<file path="src/design/xcfr_pkg.sv">
// Package for the xor-checked frame receiver
// Holds input kind codes, status codes, phase encoding, register indexes and shared types
// No dependencies
package xcfr_pkg;

  localparam int TimerBitsDefault = 32;

  localparam int KindW   = 2;
  localparam int ByteW   = 8;
  localparam int PosW    = 9;
  localparam int StatusW = 3;
  localparam int LimitW  = 32;
  localparam int CfgIdxW = 2;
  localparam int CfgW    = 32;

  // input kind codes
  localparam logic [KindW-1:0] KIND_BYTE  = 2'd0;
  localparam logic [KindW-1:0] KIND_TICK  = 2'd1;
  localparam logic [KindW-1:0] KIND_START = 2'd2;

  // result status codes
  localparam logic [StatusW-1:0] ST_BUSY    = 3'd0;
  localparam logic [StatusW-1:0] ST_OK      = 3'd1;
  localparam logic [StatusW-1:0] ST_BADHEAD = 3'd2;
  localparam logic [StatusW-1:0] ST_TIMEOUT = 3'd3;
  localparam logic [StatusW-1:0] ST_CHECK   = 3'd4;

  // configuration register indexes
  localparam logic [CfgIdxW-1:0] REG_HEAD_BYTE   = 2'd0;
  localparam logic [CfgIdxW-1:0] REG_FIRST_LIMIT = 2'd1;
  localparam logic [CfgIdxW-1:0] REG_BYTE_LIMIT  = 2'd2;

  localparam logic [ByteW-1:0]  HeadByteReset   = 8'd0;
  localparam logic [LimitW-1:0] FirstLimitReset = 32'd2000;
  localparam logic [LimitW-1:0] ByteLimitReset  = 32'd1000;

  // header is bytes 0..3, then L+1 more bytes, so the last index is L+4
  localparam logic [PosW-1:0] LenPos     = 9'd3;
  localparam logic [PosW-1:0] LastOffset = 9'd4;

  typedef enum logic [2:0] {
    PH_IDLE = 3'b001,
    PH_HEAD = 3'b010,
    PH_BODY = 3'b100
  } phase_e;

  typedef struct packed {
    phase_e           phase;
    logic [PosW-1:0]  byte_index;
    logic [ByteW-1:0] payload_length;
    logic [ByteW-1:0] running_check;
  } state_t;

  typedef struct packed {
    logic [ByteW-1:0]   data_byte;
    logic [PosW-1:0]    position;
    logic               frame_end;
    logic [StatusW-1:0] status;
  } result_t;

endpackage

</file>
<file path="src/design/xcfr_step.sv">
// Next-state and result logic for one word of the frame receiver
// Depends on xcfr_pkg
module xcfr_step #(
  parameter int TIMER_BITS = xcfr_pkg::TimerBitsDefault
) (
  input  xcfr_pkg::state_t                 st_i,
  input  logic [TIMER_BITS-1:0]            wait_i,
  input  logic [xcfr_pkg::KindW-1:0]       kind_i,
  input  logic [xcfr_pkg::ByteW-1:0]       rx_byte_i,
  input  logic [xcfr_pkg::ByteW-1:0]       head_byte_i,
  input  logic [xcfr_pkg::LimitW-1:0]      first_limit_i,
  input  logic [xcfr_pkg::LimitW-1:0]      byte_limit_i,
  output xcfr_pkg::state_t                 st_o,
  output logic [TIMER_BITS-1:0]            wait_o,
  output logic                             res_valid_o,
  output xcfr_pkg::result_t                res_o
);

  localparam int CmpW = (TIMER_BITS > xcfr_pkg::LimitW) ? TIMER_BITS : xcfr_pkg::LimitW;

  logic                          armed;
  logic [TIMER_BITS-1:0]         wait_inc;
  logic [xcfr_pkg::LimitW-1:0]   limit;
  logic [xcfr_pkg::ByteW-1:0]    check_nxt;
  logic [xcfr_pkg::ByteW-1:0]    len_nxt;
  logic [xcfr_pkg::PosW-1:0]     last_pos;
  logic                          is_last;

  assign armed     = (st_i.phase == xcfr_pkg::PH_HEAD) || (st_i.phase == xcfr_pkg::PH_BODY);
  assign wait_inc  = (wait_i == '1) ? wait_i : wait_i + 1'b1;
  assign limit     = (st_i.phase == xcfr_pkg::PH_HEAD) ? first_limit_i : byte_limit_i;
  assign check_nxt = st_i.running_check ^ rx_byte_i;
  assign len_nxt   = (st_i.byte_index == xcfr_pkg::LenPos) ? rx_byte_i : st_i.payload_length;
  assign last_pos  = xcfr_pkg::PosW'(len_nxt) + xcfr_pkg::LastOffset;
  assign is_last   = (st_i.byte_index >= xcfr_pkg::LastOffset) && (st_i.byte_index == last_pos);

  always_comb begin
    st_o        = st_i;
    wait_o      = wait_i;
    res_valid_o = 1'b0;
    res_o       = '{data_byte: rx_byte_i, position: st_i.byte_index,
                    frame_end: 1'b0, status: xcfr_pkg::ST_BUSY};
    case (kind_i)
      xcfr_pkg::KIND_START: begin
        st_o   = '{phase: xcfr_pkg::PH_HEAD, byte_index: '0,
                   payload_length: '0, running_check: '0};
        wait_o = '0;
      end
      xcfr_pkg::KIND_TICK: begin
        if (armed) begin
          wait_o = wait_inc;
          if (CmpW'(wait_inc) > CmpW'(limit)) begin
            res_valid_o     = 1'b1;
            res_o.data_byte = '0;
            res_o.frame_end = 1'b1;
            res_o.status    = xcfr_pkg::ST_TIMEOUT;
            st_o.phase      = xcfr_pkg::PH_IDLE;
          end
        end
      end
      xcfr_pkg::KIND_BYTE: begin
        if (armed) begin
          wait_o      = '0;
          res_valid_o = 1'b1;
          if (st_i.phase == xcfr_pkg::PH_HEAD) begin
            res_o.position = '0;
            if (rx_byte_i != head_byte_i) begin
              res_o.frame_end = 1'b1;
              res_o.status    = xcfr_pkg::ST_BADHEAD;
              st_o.phase      = xcfr_pkg::PH_IDLE;
            end else begin
              st_o.running_check = rx_byte_i;
              st_o.byte_index    = xcfr_pkg::PosW'(1);
              st_o.phase         = xcfr_pkg::PH_BODY;
            end
          end else begin
            st_o.running_check  = check_nxt;
            st_o.payload_length = len_nxt;
            if (is_last) begin
              res_o.frame_end = 1'b1;
              res_o.status    = (check_nxt == '0) ? xcfr_pkg::ST_OK : xcfr_pkg::ST_CHECK;
              st_o.phase      = xcfr_pkg::PH_IDLE;
            end else begin
              st_o.byte_index = st_i.byte_index + 1'b1;
            end
          end
        end
      end
      default: begin
        // unused kind, nothing happens
      end
    endcase
  end

endmodule

</file>
<file path="src/design/xor_checked_frame_receiver_unit.sv">
// Frame receiver top level: input register, step logic, result register, config registers
// Depends on xcfr_pkg and xcfr_step
//
// Takes one word per clock cycle (byte, tick or start) unless a held result stalls the input.
// An accepted word sits in the input register, where the single-pass step logic updates frame
// state and result; its result word goes into the result register, where it waits to be
// taken. Words follow back to back as long as results are taken. Ticks count into a TIMER_BITS
// wide saturating wait counter compared against the 32-bit limits.
module xor_checked_frame_receiver_unit #(
  parameter int TIMER_BITS = xcfr_pkg::TimerBitsDefault
) (
  input  logic                             clk_i,
  input  logic                             rst_ni,
  input  logic                             in_valid_i,
  output logic                             in_ready_o,
  input  logic [xcfr_pkg::KindW-1:0]       kind_i,
  input  logic [xcfr_pkg::ByteW-1:0]       rx_byte_i,
  output logic                             out_valid_o,
  input  logic                             out_ready_i,
  output logic [xcfr_pkg::ByteW-1:0]       data_byte_o,
  output logic [xcfr_pkg::PosW-1:0]        position_o,
  output logic                             frame_end_o,
  output logic [xcfr_pkg::StatusW-1:0]     status_o,
  input  logic                             cfg_we_i,
  input  logic [xcfr_pkg::CfgIdxW-1:0]     cfg_idx_i,
  input  logic [xcfr_pkg::CfgW-1:0]        cfg_wdata_i
);

  logic                           in_valid_q;
  logic [xcfr_pkg::KindW-1:0]     kind_q;
  logic [xcfr_pkg::ByteW-1:0]     rx_byte_q;
  logic                           go;

  xcfr_pkg::state_t               st_q, st_d;
  logic [TIMER_BITS-1:0]          wait_q, wait_d;

  logic [xcfr_pkg::ByteW-1:0]     head_q;
  logic [xcfr_pkg::LimitW-1:0]    first_limit_q;
  logic [xcfr_pkg::LimitW-1:0]    byte_limit_q;

  logic                           res_valid;
  xcfr_pkg::result_t              res_d, res_q;
  logic                           out_valid_q;

  assign go         = in_valid_q && (!out_valid_q || out_ready_i);
  assign in_ready_o = !in_valid_q || go;

  always_ff @(posedge clk_i or negedge rst_ni) begin
    if (!rst_ni) begin
      in_valid_q <= 1'b0;
    end else if (in_ready_o) begin
      in_valid_q <= in_valid_i;
    end
  end

  always_ff @(posedge clk_i) begin
    if (in_valid_i && in_ready_o) begin
      kind_q    <= kind_i;
      rx_byte_q <= rx_byte_i;
    end
  end

  always_ff @(posedge clk_i or negedge rst_ni) begin
    if (!rst_ni) begin
      head_q        <= xcfr_pkg::HeadByteReset;
      first_limit_q <= xcfr_pkg::FirstLimitReset;
      byte_limit_q  <= xcfr_pkg::ByteLimitReset;
    end else if (cfg_we_i) begin
      case (cfg_idx_i)
        xcfr_pkg::REG_HEAD_BYTE:   head_q        <= cfg_wdata_i[xcfr_pkg::ByteW-1:0];
        xcfr_pkg::REG_FIRST_LIMIT: first_limit_q <= cfg_wdata_i[xcfr_pkg::LimitW-1:0];
        xcfr_pkg::REG_BYTE_LIMIT:  byte_limit_q  <= cfg_wdata_i[xcfr_pkg::LimitW-1:0];
        default: begin
          // writes beyond the register list are dropped
        end
      endcase
    end
  end

  xcfr_step #(
    .TIMER_BITS(TIMER_BITS)
  ) u_step (
    .st_i          (st_q),
    .wait_i        (wait_q),
    .kind_i        (kind_q),
    .rx_byte_i     (rx_byte_q),
    .head_byte_i   (head_q),
    .first_limit_i (first_limit_q),
    .byte_limit_i  (byte_limit_q),
    .st_o          (st_d),
    .wait_o        (wait_d),
    .res_valid_o   (res_valid),
    .res_o         (res_d)
  );

  always_ff @(posedge clk_i or negedge rst_ni) begin
    if (!rst_ni) begin
      st_q        <= '{phase: xcfr_pkg::PH_IDLE, byte_index: '0,
                       payload_length: '0, running_check: '0};
      wait_q      <= '0;
      out_valid_q <= 1'b0;
    end else begin
      if (go) begin
        st_q        <= st_d;
        wait_q      <= wait_d;
        out_valid_q <= res_valid;
      end else if (out_ready_i) begin
        out_valid_q <= 1'b0;
      end
    end
  end

  always_ff @(posedge clk_i) begin
    if (go && res_valid) begin
      res_q <= res_d;
    end
  end

  assign out_valid_o = out_valid_q;
  assign data_byte_o = res_q.data_byte;
  assign position_o  = res_q.position;
  assign frame_end_o = res_q.frame_end;
  assign status_o    = res_q.status;

endmodule

</file>
<file path="config.mk">
export PLATFORM = sky130hd
export DESIGN_NAME = xor_checked_frame_receiver_unit
export DESIGN_NICKNAME = d
export VERILOG_FILES = /design/src/design/xcfr_pkg.sv /design/src/design/xcfr_step.sv /design/src/design/xor_checked_frame_receiver_unit.sv
export SDC_FILE = /design/constraint.sdc
export NUM_CORES = 1
export LEC_CHECK = 0
export ABC_AREA = 1
export BUFFER_PORTS_ARGS = -buffer_cell sky130_fd_sc_hd__buf_2
export CAP_MARGIN = 5
export CORE_MARGIN = 4
export CORE_UTILIZATION = 45
export CTS_CLUSTER_DIAMETER = 100
export DETAILED_ROUTE_END_ITERATION = 10
export PLACE_DENSITY = 0.62
export RECOVER_POWER = 100
export SLEW_MARGIN = 30
export SYNTH_ARGS = -nofsm -noshare
export SYNTH_HDL_FRONTEND = slang
export SYNTH_SLANG_ARGS = --single-unit
</file>
<file path="constraint.sdc">
create_clock -name clk_i -period 4.35 [get_ports clk_i]
set_input_delay 0.2175 -clock clk_i [delete_from_list [all_inputs] [get_ports clk_i]]
set_output_delay 0.2175 -clock clk_i [all_outputs]
set_load 0.1 [all_outputs]
</file>
Yosys cells after proc, flatten, opt, wreduce, memory -nomap -nowiden
Cells that the tools add are included.

word-level totals
  flip-flop bits (word level) = 165
  latch bits = 0
  RAM bits = 0
  bits in read-only memories = 0
  bits of input ports = 49
  output and inout bits = 23
  word-level logic and storage cells = 100
  memories = 0

operators by class
  add/sub/neg operators = 3
  multipliers = 0
  divide/modulo/power cells = 0
  $lt $le $gt $ge = 2
  equal/unequal tests = 17
  shift-type cells = 0
  mux-type cells = 38
  bitwise gates (word level) = 1
  reductions and logical operators = 23

operators by type and width
  cell                                                                                 number
  32-bit two-way mux                                                                   4
  32-bit case mux with 3 select lines                                                  1
  8-bit two-way mux                                                                    7
  25-bit case mux with 2 select lines                                                  1
  9-bit two-way mux                                                                    4
  32-bit by 1-bit adder with 32-bit output, second input constant                      1
  32-bit equality test, second input constant                                          1
  32-bit > comparator                                                                  1
  28-bit two-way mux                                                                   1
  4-bit two-way mux                                                                    5
  3-bit two-way mux                                                                    5
  13-bit two-way mux                                                                   1
  12-bit two-way mux                                                                   1
  4-bit AND reduction                                                                  3
  8-bit by 3-bit adder with 9-bit output, second input constant                        1
  9-bit by 1-bit adder with 9-bit output, second input constant                        1
  9-bit by 2-bit equality test with 1-bit output, second input constant                1
  9-bit equality test                                                                  1
  9-bit by 3-bit greater-or-equal comparator with 1-bit output, second input constant  1
  3-bit case mux with 3 select lines                                                   1
  8-bit zero test                                                                      1
  8-bit != test                                                                        1
  4-bit case mux with 2 select lines                                                   1
  8-bit XOR                                                                            1
  19 further kinds                                                                     38

Longest topological paths before layout
Gate-level depths: netlist of the first run.

  depth in word-level cells = 9
  mapped depth = 25
  gate-level depth less buffers = 24

Cells and area by module
A second synthesis of the first run with hierarchy kept.

unflattened totals
  cell total of the unflattened synthesis = 1,400
  area, all modules = 10,482.6 um^2

modules (own cells, without submodules)
  module                           times used  cells an instance  area an instance (um^2)  seq. area each (um^2)
  xor_checked_frame_receiver_unit  1           625                6,349.8                  4,300.4
  xcfr_step                        1           775                4,132.7                  0.0

Worst setup path after synthesis of the first run
Ideal clock, no wire load.

  kind = flip-flop to flip-flop
  start = register wait_q[0]
  end = register res_q, in the netlist data_byte_o[0] (enable)
  setup time = 0.376 ns
  arrival time = 3.340 ns
  required time = 3.974 ns
  path slack = 0.634 ns
  stages on the path, launching flop included = 22
  path buffers = 1
  clock period less this slack = 3.716 ns
  cells stage by stage = dfrtp_1 -> ha_1 -> nand3_1 -> nor3_2 -> nand3_1 -> nor2_2 -> nand4_1 -> buf_2 -> nand3_1 -> xor2_1 -> inv_1 -> ha_1 -> nand2_1 -> nor2_1 -> nand2_1 -> nor3b_1 -> nand2_1 -> nand2_1 -> nand3_1 -> o21ai_0 -> nand2_1 -> inv_1

between the ends
  word-level cells in the longest chain between the ends = 7
  elaborated cells on any way between the ends = 8
  classes of those cells = add/sub: 1; order compare: 1; eq/ne: 1; mux: 4; reduce/logical: 1

ends and longest elaborated chain
  item                                                                                     line                                    source
  from (decl)                                                                              xor_checked_frame_receiver_unit.sv:35   logic [TIMER_BITS-1:0] wait_q, wait_d;
  from (signal assigned)                                                                   xor_checked_frame_receiver_unit.sv:105  wait_q <= wait_d;
  32-bit by 1-bit adder with 32-bit output / 32-bit equality test (equally long branches)  xcfr_step.sv:30                         assign wait_inc = (wait_i == '1) ? wait_i : wait_i + 1'b1;
  32-bit two-way mux *                                                                     xcfr_step.sv:30
  32-bit > comparator *                                                                    xcfr_step.sv:52                         if (CmpW'(wait_inc) > CmpW'(limit)) begin
  1-bit two-way mux *                                                                      xcfr_step.sv:52
  1-bit two-way mux *                                                                      xcfr_step.sv:50                         if (armed) begin
  1-bit case mux with 2 select lines *                                                     xcfr_step.sv:43                         case (kind_i)
  1-bit logical AND *                                                                      xor_checked_frame_receiver_unit.sv:114  if (go && res_valid) begin
  to (signal assigned)                                                                     xor_checked_frame_receiver_unit.sv:115  res_q <= res_d;
  to (decl)                                                                                xor_checked_frame_receiver_unit.sv:42   xcfr_pkg::result_t res_d, res_q;

Every way passes the cells marked *; elsewhere a longest branch is shown, timed or not.
A chain may end at the register's enable or synchronous reset.

Worst setup path after layout of the first run
  start = register wait_q[0]
  end = register res_q, in the netlist data_byte_o[3] (enable)

Same word-level chain as after synthesis.

==> summary.md, run 1 <==
| Metric | Value |
|---|---|
| Status | `complete, but fails checks` |
| Violated checks | `capacitance limit, slew limit` |
| GRT Overall Usage | `0.2042` |
| Leak | `4.901 nW` |
| Share of post-route cells with drive strength above 1 | `0.1109` |
| Register area share after synthesis | `0.4690` |
| Synth Register Bits | `165` |
| Routed Antenna Nets | `0` |
| Setup_tns | `0 ps` |
| Die Ht | `150.8 um` |
| CTS clk-pin slew, worst paths | `70 ps` |
| Number of synthesis warnings | `0` |
| Fin area | `10490 um2` |
| Met2 Track Usage GR | `0.2947` |
| Vias in the first global route | `7004` |
| Final slew viol count | `259` |
| Adder-Cell Fraction of Synth Area | `0.04912` |
| GR met1 Demand/Resource | `0.3184` |
| Crit path kind | `reg -> reg` |
| Routed WL per cell | `15.20 um` |
| Critical path endpoint category | `register` |
| GRT busiest layer | `met1` |
| Commonest cells after routing, fill and taps aside | `nand2_1, dfrtp_1, inv_1` |
| Remaining global-route overflow | `0` |
| Largest family of logic cells by synthesized area | `simple AND/OR/NAND/NOR gates` |
| Min Tclk post-route | `3898 ps` |
| Max-Cap Viols | `4` |
| Distinct cells, synth | `43` |
| Worst vdd ir | `298.2 uV` |
| M3 GR Usage | `0.03070` |
| Hold/Removal Path Class | `in -> reg` |
| Drt total wl | `22120 um` |
| Drt via density | `5.101` |
| Largest fanout on the critical path | `21` |
| Via count | `7422` |
| Syn_area_per_cell | `8.405 um2` |
| Syn Nets | `1176` |
| Synth Area in Simple Gates | `0.2471` |
| H-tree depth | `4` |
| Worst endpoint required time | `4480 ps` |
| Sink Count | `165` |
| Antenna Cells | `0` |
| Clock latency on the worst-skew pair | `440 ps` |
| Nets | `1262` |
| Max Freq | `256.6 MHz` |
| Mapped Area | `9170 um2` |
| Core area | `19780 um2` |
| Fin crit share | `0.8960` |
| Tightest Pin Transition | `2553 ps` |
| 1st-iter DRT viols | `476` |
| Placed Area | `9868 um2` |
| Root Buffer | `clkbuf_16` |
| Full die area | `22730 um2` |
| Final Hold Vio Count | `0` |
| Layout Skew | `11.81 ps` |
| # setup viols final | `0` |
| DRC | `0` |
| Startpoint Class | `register` |
| Post-synthesis xor/xnor area fraction | `0.04489` |
| Most common cell after layout, fill and taps aside | `nand2_1` |
| Compound-Gate Fraction of Synth Area | `0.09442` |
| Routability cong. | `0.8632` |
| Initial antenna violation count | `1` |
| First-pass GRT wire length | `36370 um` |
| Largest net degree at the start of global routing | `102` |
| Post-detail-place hpwl | `15840 um` |
| Mapped Cells | `1091` |
| Rows | `51` |
| Syn-to-layout area delta | `14.35%` |
| CTS tree | `built` |
| Utilization after layout | `0.5301` |
| RSZ-0062 raised after global routing | `false` |
| Max_slew headroom | `-0.7023` |
| Crit path DAT | `4020 ps` |
| Initial core utilization | `0.4636` |
| 1st-pass router iterations | `5` |
| Cts bufs inserted | `17` |
| Die X | `150.8 um` |
| I/O pin count | `72` |
| Buffers on Ports | `71` |
| PD cells | `403.9 nW/um2` |
| Mux contribution to synthesized area | `0.03384` |
| Max clock buf depth | `2` |
==> sequential cells by signal, indices dropped and copies added, names as in the netlist <==
| name | flops |
|---|---|
| data_byte_o | 8 |
| position_o | 9 |
| frame_end_o | 1 |
| out_valid_o | 1 |
| rx_byte_q | 8 |
| wait_q | 32 |
| head_q | 8 |
| first_limit_q | 32 |
| st_q | 28 |
| status_o | 3 |
| kind_q | 2 |
| byte_limit_q | 32 |
| in_valid_q | 1 |
==> layout make-up <==
type                    instances  area, um2
clock buffers                  18      429.2
repair buffers                100      566.8
inverters                     110      412.9
clock inverters                14      180.2
well taps                     265      331.6
multi-input cells             783       4265
fillers                      1934       9295
flip-flops and latches        165       4300
==> cells by family (layout without fill, tap and decap cells) <==
family,count (synthesis),after routing
compound gates,163,163
xor+xnor,47,47
fa+ha+maj,36,36
buf+inv,143,242
flops,165,165
mux,31,31
simple gates,506,506
==> worst paths after layout <==
kind | startpoint | slack, ps | cells past startpoint | to
max in group asynchronous | rst_ni | 1270 | 3 | wait_q[16]
min in group asynchronous | rst_ni | 1090 | 2 | byte_limit_q[24]
max reg2reg | wait_q[0] | 450 | 22 | data_byte_o[3]
min | cfg_wdata_i[8] | 20 | 3 | first_limit_q[8]
min reg2reg | st_q[25] | 480 | 2 | st_q[25]
max | wait_q[0] | 450 | 22 | data_byte_o[3]
==> synthesized netlist by cell type (all sizes together) <==
cell / count / area share
clkinv: 2 / 0.00082
dfstp: 13 / 0.037
nand4: 21 / 0.016
o22ai: 9 / 0.0061
o21a: 3 / 0.0025
edfxtp: 31 / 0.10
and2: 1 / 0.00068
nor4b: 1 / 0.00096
dfrtp: 121 / 0.33
a22o: 4 / 0.0038
nor4: 8 / 0.0055
ha: 36 / 0.049
clkbuf: 25 / 0.010
nor2: 81 / 0.039
xor2: 33 / 0.032
nand2: 314 / 0.13
buf: 8 / 0.0064
o21ai: 103 / 0.056
nand3b: 6 / 0.0049
nand3: 45 / 0.026
mux2i: 31 / 0.034
inv: 108 / 0.044
nor3: 23 / 0.015
or2: 1 / 0.00068
nor3b: 4 / 0.0033
xnor2: 14 / 0.013
and3: 1 / 0.00068
a21oi: 42 / 0.024
o211ai: 2 / 0.0016
==> critical path, cell delays in order, from the launching register on <==
cell and delay [ps]:
dfrtp_1 390, ha_1 220, nand3_1 150, nor3_2 160, nand3_1 110, nor2_2 170, nand4_1 180, buf_4 230
nand3_1 110, xor2_1 330, inv_1 90, ha_1 320, nand4_1 120, nor3_1 190, nand2_1 80, nand2_1 60
nand2_1 40, nand2_1 80, nand3_1 90, o21ai_0 90, nand2_1 90, inv_1 70, buf_6 210
==> report_power, final <==
| group | leakage, nW | switching [W] | internal (W) |
|---|---|---|---|
| Combinational | 2.59 | 0.000527 | 0.000309 |
| Sequential | 2.01 | 0.000110 | 0.00176 |
| Clock | 0.294 | 0.000749 | 0.000781 |
| Total | 4.90 | 0.00139 | 0.00285 |
==> routing by layer <==
layer  up-vias  part of all wire
met5         -                 0
met4         0             0.015
met3        28             0.042
met2       170              0.42
met1      3462              0.52
li1       3762                 -
==> what timing repair did <==
action / 4_1_cts / 5_1_grt
endpoints found under the hold margin: 99 / 0
hold buffers: 13 / 0
buffers inserted: 0 / 0
gates resized for setup: 0 / 1
endpoints found under the setup margin: 0 / 8
==> metrics by stage <==
stage	hold WS [ps]	power, W	std cells	setup WS [ps]
after floorplan	-78.09	0.002492	1091	634.2
after global placement	394.7	0.002728	1410	420.0
after detailed placement	393.9	0.002742	1410	432.5
after CTS	3.900	0.004286	1455	404.1
after global routing	15.18	0.004480	1455	41.99
final	20.34	0.004236	1455	452.3
Power figures use the tool's default switching activity.
==> inputs of run 2 (changes only) <==
--- a/config.mk
+++ b/config.mk
@@ -5,7 +5,6 @@
 export SDC_FILE = /design/constraint.sdc
 export NUM_CORES = 1
 export LEC_CHECK = 0
-export ABC_AREA = 1
 export BUFFER_PORTS_ARGS = -buffer_cell sky130_fd_sc_hd__buf_2
 export CAP_MARGIN = 5
 export CORE_MARGIN = 4
==> summary.md, run 2 <==
| Metric | Value |
|---|---|
| Initial antenna violation count | `0 (was 1)` |
| Routability cong. | `0.8171 (was 0.8632)` |
| Vias in the first global route | `6312 (was 7004)` |
| H-tree depth | `4 (unchanged)` |
| Register area share after synthesis | `0.4686 (was 0.4690)` |
| Register-to-Register Setup Slack | `310 ps (was 450 ps)` |
| Buffers on Ports | `71 (unchanged)` |
| Root Buffer | `clkbuf_16 (unchanged)` |
| Tightest Pin Transition | `2591 ps (was 2553 ps)` |
| Fin crit share | `0.9277 (was 0.8960)` |
| Die Ht | `150.8 um (about the same)` |
| Leak | `4.523 nW (was 4.901 nW)` |
| Startpoint Class | `register (unchanged)` |
| Synth area leader | `dfrtp_1 (unchanged)` |
| Worst-case reg-to-reg path depth | `18 (was 22)` |
| Antenna Cells | `0 (unchanged)` |
| Max Freq | `247.8 MHz (was 256.6 MHz)` |
| DRC | `0 (unchanged)` |
| 1st-pass router iterations | `5 (unchanged)` |
| I/O pin count | `72 (unchanged)` |
| Sink Count | `165 (unchanged)` |
| Layout Skew | `12.32 ps (was 11.81 ps)` |
| Final Hold Vio Count | `0 (unchanged)` |
| Share of post-route cells with drive strength above 1 | `0.2332 (was 0.1109)` |
| Cell Count, Final, Fillers Out | `1230 (was 1455)` |
| R2R Path Start | `wait_q[0] (unchanged)` |
| Hold/Removal Path Class | `in -> reg (unchanged)` |
| Ys async rst share | `0.8121 (unchanged)` |
| Status | `complete, but fails checks (unchanged)` |
| Top post-synthesis cells by area | `dfrtp_1, edfxtp_1, mux2_2 (was dfrtp_1, nand2_1, edfxtp_1)` |
| Syn_area_per_cell | `10.73 um2 (was 8.405 um2)` |
| Synth Register Bits | `165 (unchanged)` |
| Worst endpoint required time | `4510 ps (was 4480 ps)` |
| Dpl cells | `1185 (was 1410)` |
| Setup_tns | `0 ps (unchanged)` |
| Max_slew headroom | `-0.7276 (was -0.7023)` |
| Commonest cells after routing, fill and taps aside | `dfrtp_1, nand2_1, mux2_2 (was nand2_1, dfrtp_1, inv_1)` |
| # setup viols final | `0 (unchanged)` |
| Drt via density | `5.506 (was 5.101)` |
| Full die area | `22740 um2 (was 22730 um2)` |
| Top-count cell post-synth | `dfrtp_1 (was nand2_1)` |
| Distinct cells, synth | `65 (was 43)` |
| EDFF count, synth | `31 (unchanged)` |
| First-pass GRT wire length | `33920 um (was 36370 um)` |
| Synth top cells by count | `dfrtp_1, nand2_1, mux2_2 (was nand2_1, dfrtp_1, inv_1)` |
| Met2 routed WL | `9040 um (was 9273 um)` |
| Die X | `150.8 um (about the same)` |
| GRT Overall Usage | `0.1912 (was 0.2042)` |
| Hold path start | `cfg_wdata_i[29] (was cfg_wdata_i[8])` |
| CTS tree | `built (unchanged)` |
| Placed Area | `10000 um2 (was 9868 um2)` |
| Most common cell after layout, fill and taps aside | `dfrtp_1 (was nand2_1)` |
| Number of synthesis warnings | `0 (unchanged)` |
| Mapped Area | `9176 um2 (was 9170 um2)` |
| Routed WL per cell | `17.32 um (was 15.20 um)` |
| Worst hold path depth | `2 (was 3)` |
| Fin area | `10650 um2 (was 10490 um2)` |
| Remaining global-route overflow | `0 (unchanged)` |
| Crit path DAT | `4190 ps (was 4020 ps)` |
| CTS clk-pin slew, worst paths | `70 ps (about the same)` |
| Largest fanout on the critical path | `8 (was 21)` |
| Clock latency on the worst-skew pair | `430 ps (was 440 ps)` |
| Routed Antenna Nets | `0 (unchanged)` |
| Violated checks | `capacitance limit, slew limit (unchanged)` |
| Nets | `1037 (was 1262)` |
| 1st-iter DRT viols | `553 (was 476)` |
| Worst Hold Endpoint | `byte_limit_q[29] (was first_limit_q[8])` |
| Initial core utilization | `0.4639 (was 0.4636)` |
| RSZ-0062 raised after global routing | `false (unchanged)` |
| Syn-to-layout area delta | `16.02% (was 14.35%)` |
| Met1 WL | `11010 um (was 11580 um)` |
| Max clock buf depth | `2 (unchanged)` |
| Worst vdd ir | `277.1 uV (was 298.2 uV)` |
| Top Layer Used | `met4 (unchanged)` |
| Core area | `19780 um2 (unchanged)` |
| Area share of the largest cell type after synthesis | `0.3300 (was 0.3302)` |
| Most used DFF post-synth | `dfrtp_1 (unchanged)` |
| Final slew viol count | `171 (was 259)` |
| Syn Nets | `940 (was 1176)` |
| Post-detail-place hpwl | `14760 um (was 15840 um)` |
| Worst R2R End | `frame_end_o (was data_byte_o[3])` |
| Met3 wire length | `1064 um (was 937 um)` |
| PD cells | `419.5 nW/um2 (was 403.9 nW/um2)` |
| Rows | `51 (unchanged)` |
| Crit path kind | `reg -> reg (unchanged)` |
| Critical path endpoint category | `register (unchanged)` |
| Largest net degree at the start of global routing | `105 (was 102)` |
| Cts bufs inserted | `17 (unchanged)` |
| Mapped Cells | `855 (was 1091)` |
| Via count | `6772 (was 7422)` |
| Max-Cap Viols | `3 (was 4)` |
| Largest registers | `byte_limit_q: 32 flops, first_limit_q: 32 flops, wait_q: 32 flops (unchanged)` |
| Min Tclk post-route | `4036 ps (was 3898 ps)` |
| Drt total wl | `21300 um (was 22120 um)` |
==> run 2: cell count changes in the layout (fill, tap and decap cells not counted), sizes merged, moves of 16 or more <==
cell | previous run | this run
buf | 54 | 80
mux2 | 0 | 77
xnor2 | 14 | 40
nand3 | 45 | 29
inv | 115 | 19
o21ai | 103 | 59
xor2 | 33 | 15
nand2 | 314 | 79
nor2 | 81 | 46
==> run 2: layer usage <==
layer / global-route usage / vias to the layer above
met5: 0 / -
met4: 0.04352 / 0
met3: 0.03531 / 17
met2: 0.2693 / 161
met1: 0.3040 / 3284
li1: - / 3310
==> run 2: repair_timing <==
item | in CTS | in global routing
endpoints found under the hold margin | 102 | 0
hold buffers | 11 | 0
setup buffers | 0 | 2
endpoints found under the setup margin | 0 | 33
gates resized for setup | 0 | 15
==> run 2: layout make-up <==
cell class | instances | area (um2)
clock buffers | 20 | 446.7
well taps | 265 | 331.6
multi-input cells | 630 | 4647
clock inverters | 12 | 115.1
flip-flops and latches | 165 | 4302
fillers | 1829 | 9135
inverters | 11 | 41.29
repair buffers | 127 | 763.2
==> run 2: power by group <==
group          internal (W)  switching, W
clock network      0.000814      0.000637
registers           0.00181      0.000231
logic              0.000441      0.000534
==> run 2: worst max path at each step <==
stage	from	end	slack, ps
3_5_place_dp	wait_q[0]	position_o[2]	70
2_1_floorplan	wait_q[0]	data_byte_o[0]	100
6_report	wait_q[0]	frame_end_o	310
4_1_cts	wait_q[0]	position_o[2]	30
5_1_grt	wait_q[1]	frame_end_o	9
3_3_place_gp	wait_q[0]	position_o[8]	110
==> run 2: cells by family (layout without fill, tap and decap cells) <==
group / Yosys count / count (layout) / share of synthesized area
xor+xnor: 55 / 55 / 0.05250
buf+inv: 60 / 170 / 0.02945
compound gates: 166 / 166 / 0.1163
simple gates: 257 / 257 / 0.1462
flops: 165 / 165 / 0.4686
mux: 116 / 116 / 0.1379
fa+ha+maj: 36 / 36 / 0.04909
==> run 2: through the flow <==
stage | setup slack [ps] | hold WS, ps | utilization | power, W
3_3_place_gp | 110.8 | 394.2 | 0.5056 | 0.003028
6_report | 314.5 | 30.21 | 0.5382 | 0.004466
5_1_grt | 8.796 | 20.77 | 0.5382 | 0.004724
2_1_floorplan | 100.2 | -78.09 | - | 0.002769
3_5_place_dp | 67.48 | 395.6 | 0.5056 | 0.003046
4_1_cts | 33.22 | 14.67 | 0.5395 | 0.004518
==> run 2: critical path: stages, from the launching register on <==
cell and delay (ps):
dfrtp_1 350, ha_1 180, nand2_1 110, or4_4 470, nor4_4 330, or4_4 230
buf_4 140, nor2_1 80, xor2_1 150, ha_1 320, a21o_1 160, a21o_1 180
a221oi_2 260, o21a_1 200, a21boi_0 90, buf_4 160, nand2_2 140, buf_4 150
o41ai_2 60
==> inputs of run 3 (changes only) <==
--- a/config.mk
+++ b/config.mk
@@ -11,6 +11,8 @@
 export CORE_UTILIZATION = 45
 export CTS_CLUSTER_DIAMETER = 100
 export DETAILED_ROUTE_END_ITERATION = 10
+export HOLD_SLACK_MARGIN = 0.06
+export MAX_ROUTING_LAYER = met4
 export PLACE_DENSITY = 0.62
 export RECOVER_POWER = 100
 export SLEW_MARGIN = 30
==> summary.md, run 3 (same netlist as run 2, synthesis figures left out) <==
| Metric | Value |
|---|---|
| Placed Area | `10000 um2 (unchanged)` |
| Largest net degree at the start of global routing | `105 (unchanged)` |
| Via count | `6899 (was 6772)` |
| # setup viols final | `0 (unchanged)` |
| Min Tclk post-route | `4040 ps (was 4036 ps)` |
| Final Hold Vio Count | `0 (unchanged)` |
| Worst endpoint required time | `4510 ps (about the same)` |
| Buffers on Ports | `71 (unchanged)` |
| Routability cong. | `0.8293 (was 0.8171)` |
| Crit path kind | `reg -> reg (unchanged)` |
| Cts bufs inserted | `17 (unchanged)` |
| Max Freq | `247.5 MHz (was 247.8 MHz)` |
| Remaining global-route overflow | `0 (unchanged)` |
| Sink Count | `165 (unchanged)` |
| Fin area | `10940 um2 (was 10650 um2)` |
| CTS tree | `built (unchanged)` |
| # fillers | `1795 (was 1829)` |
| Register-to-Register Setup Slack | `310 ps (about the same)` |
| Hold_ws | `80.57 ps (was 30.21 ps)` |
| Share of post-route cells with drive strength above 1 | `0.2254 (was 0.2332)` |
| H-tree depth | `4 (unchanged)` |
| Tightest Pin Transition | `2575 ps (was 2591 ps)` |
| Fin crit share | `0.9288 (was 0.9277)` |
| R2R Path Start | `wait_q[0] (unchanged)` |
| Worst-case reg-to-reg path depth | `19 (was 18)` |
| Violated checks | `capacitance limit, slew limit (unchanged)` |
| Critical path endpoint category | `register (unchanged)` |
| Drt via density | `5.480 (was 5.506)` |
| Initial antenna violation count | `0 (unchanged)` |
| Initial core utilization | `0.4639 (unchanged)` |
| Startpoint Class | `register (unchanged)` |
| Worst R2R End | `frame_end_o (unchanged)` |
| Die X | `150.8 um (unchanged)` |
| Worst Hold Endpoint | `byte_limit_q[1] (was byte_limit_q[29])` |
| Routed Antenna Nets | `0 (unchanged)` |
| CTS clk-pin slew, worst paths | `70 ps (about the same)` |
| Core area | `19780 um2 (unchanged)` |
| Rows | `51 (unchanged)` |
| Largest fanout on the critical path | `8 (unchanged)` |
| Full die area | `22740 um2 (unchanged)` |
| Utilization after layout | `0.5528 (was 0.5382)` |
| Worst vdd ir | `276.7 uV (was 277.1 uV)` |
| Clock latency on the worst-skew pair | `430 ps (about the same)` |
| Max_slew headroom | `-0.7164 (was -0.7276)` |
| GRT Overall Usage | `0.2001 (was 0.1912)` |
| Syn-to-layout area delta | `19.17% (was 16.02%)` |
| Nets | `1066 (was 1037)` |
| Crit path DAT | `4200 ps (was 4190 ps)` |
| Layout Skew | `12.15 ps (was 12.32 ps)` |
| Max-Cap Viols | `3 (unchanged)` |
| Routed WL per cell | `17.13 um (was 17.32 um)` |
| Hold/Removal Path Class | `in -> reg (unchanged)` |
| Antenna Cells | `0 (unchanged)` |
| Commonest cells after routing, fill and taps aside | `dfrtp_1, nand2_1, mux2_2 (unchanged)` |
| RSZ-0062 raised after global routing | `false (unchanged)` |
| Max clock buf depth | `2 (unchanged)` |
| Vias in the first global route | `6451 (was 6312)` |
| Leak | `4.641 nW (was 4.523 nW)` |
| Drt total wl | `21560 um (was 21300 um)` |
| Setup_tns | `0 ps (unchanged)` |
| 1st-iter DRT viols | `480 (was 553)` |
| First-pass GRT wire length | `34510 um (was 33920 um)` |
| Final slew viol count | `171 (unchanged)` |
| Largest registers | `byte_limit_q: 32 flops, first_limit_q: 32 flops, wait_q: 32 flops (unchanged)` |
| Worst hold path depth | `2 (unchanged)` |
| Die Ht | `150.8 um (unchanged)` |
| Hold path start | `cfg_wdata_i[1] (was cfg_wdata_i[29])` |
| I/O pin count | `72 (unchanged)` |
| PD cells | `410.6 nW/um2 (was 419.5 nW/um2)` |
| Post-detail-place hpwl | `14760 um (unchanged)` |
| 1st-pass router iterations | `5 (unchanged)` |
| Status | `complete, but fails checks (unchanged)` |
| Root Buffer | `clkbuf_16 (unchanged)` |
| Most common cell after layout, fill and taps aside | `dfrtp_1 (unchanged)` |
| DRC | `0 (unchanged)` |
[run 3: worst max-delay path: stages, from the launching register on]
cell	delay, ps
dfrtp_1	350
ha_1	180
nand2_1	110
or4_4	460
nor4_4	330
nor3_2	100
and3_1	240
and3_1	220
xor2_1	150
ha_1	200
a21oi_1	120
o21a_1	130
o221ai_1	130
a221oi_2	240
o21a_1	200
a21boi_0	90
buf_4	160
nand2_2	140
buf_4	150
o41ai_2	60
[run 3: how the worst max path moves through the flow]
stage          startpoint        endpoint  slack [ps]  depth (start not counted)
6_report        wait_q[0]     frame_end_o         310                         19
4_1_cts         wait_q[0]   position_o[2]          30                         19
3_5_place_dp    wait_q[0]   position_o[2]          70                         19
2_1_floorplan   wait_q[0]  data_byte_o[0]         100                         15
5_1_grt         wait_q[1]     frame_end_o          10                         18
3_3_place_gp    wait_q[0]   position_o[8]         110                         19
[run 3: power breakdown]
part / internal, W / switching (W) / leakage (nW) / total [W]
sequential: 0.00181 / 0.000231 / 1.97 / 0.00204
combinational: 0.000458 / 0.000538 / 2.39 / 0.000996
clock: 0.000815 / 0.000640 / 0.279 / 0.00145
[run 3: timing repair]
action,in CTS,in global routing
endpoints found under the hold margin,159,2
gates resized for setup,0,15
endpoints found under the setup margin,0,33
buffers inserted,0,2
hold buffers,39,1
[run 3: cell type report]
class | count | area (um2) | area share
inverter | 11 | 41.29 | 0.003776
sequential | 165 | 4302 | 0.3934
tap | 265 | 331.6 | 0.03032
clock buffer | 20 | 446.7 | 0.04085
multi-input combinational | 630 | 4647 | 0.4249
clock inverter | 12 | 115.1 | 0.01053
timing repair buffer | 156 | 1052 | 0.09622
[run 3: per-stage QoR]
stage	total power (W)	cells	setup WS, ps
6_report	0.004490	1259	309.9
5_1_grt	0.004742	1259	10.38
4_1_cts	0.004537	1256	33.22
3_5_place_dp	0.003046	1185	67.48
3_3_place_gp	0.003028	1185	110.8
2_1_floorplan	0.002769	855	100.2
[run 3: metal layers]
layer / GRT usage / share of wire / vias up / wire length [um]
li1: - / - / 3366 / -
met1: 0.3082 / 0.51 / 3354 / 10970
met2: 0.2762 / 0.43 / 161 / 9321
met3: 0.03471 / 0.050 / 18 / 1087
met4: 0.04352 / 0.0087 / 0 / 187
met5: - / 0 / - / 0
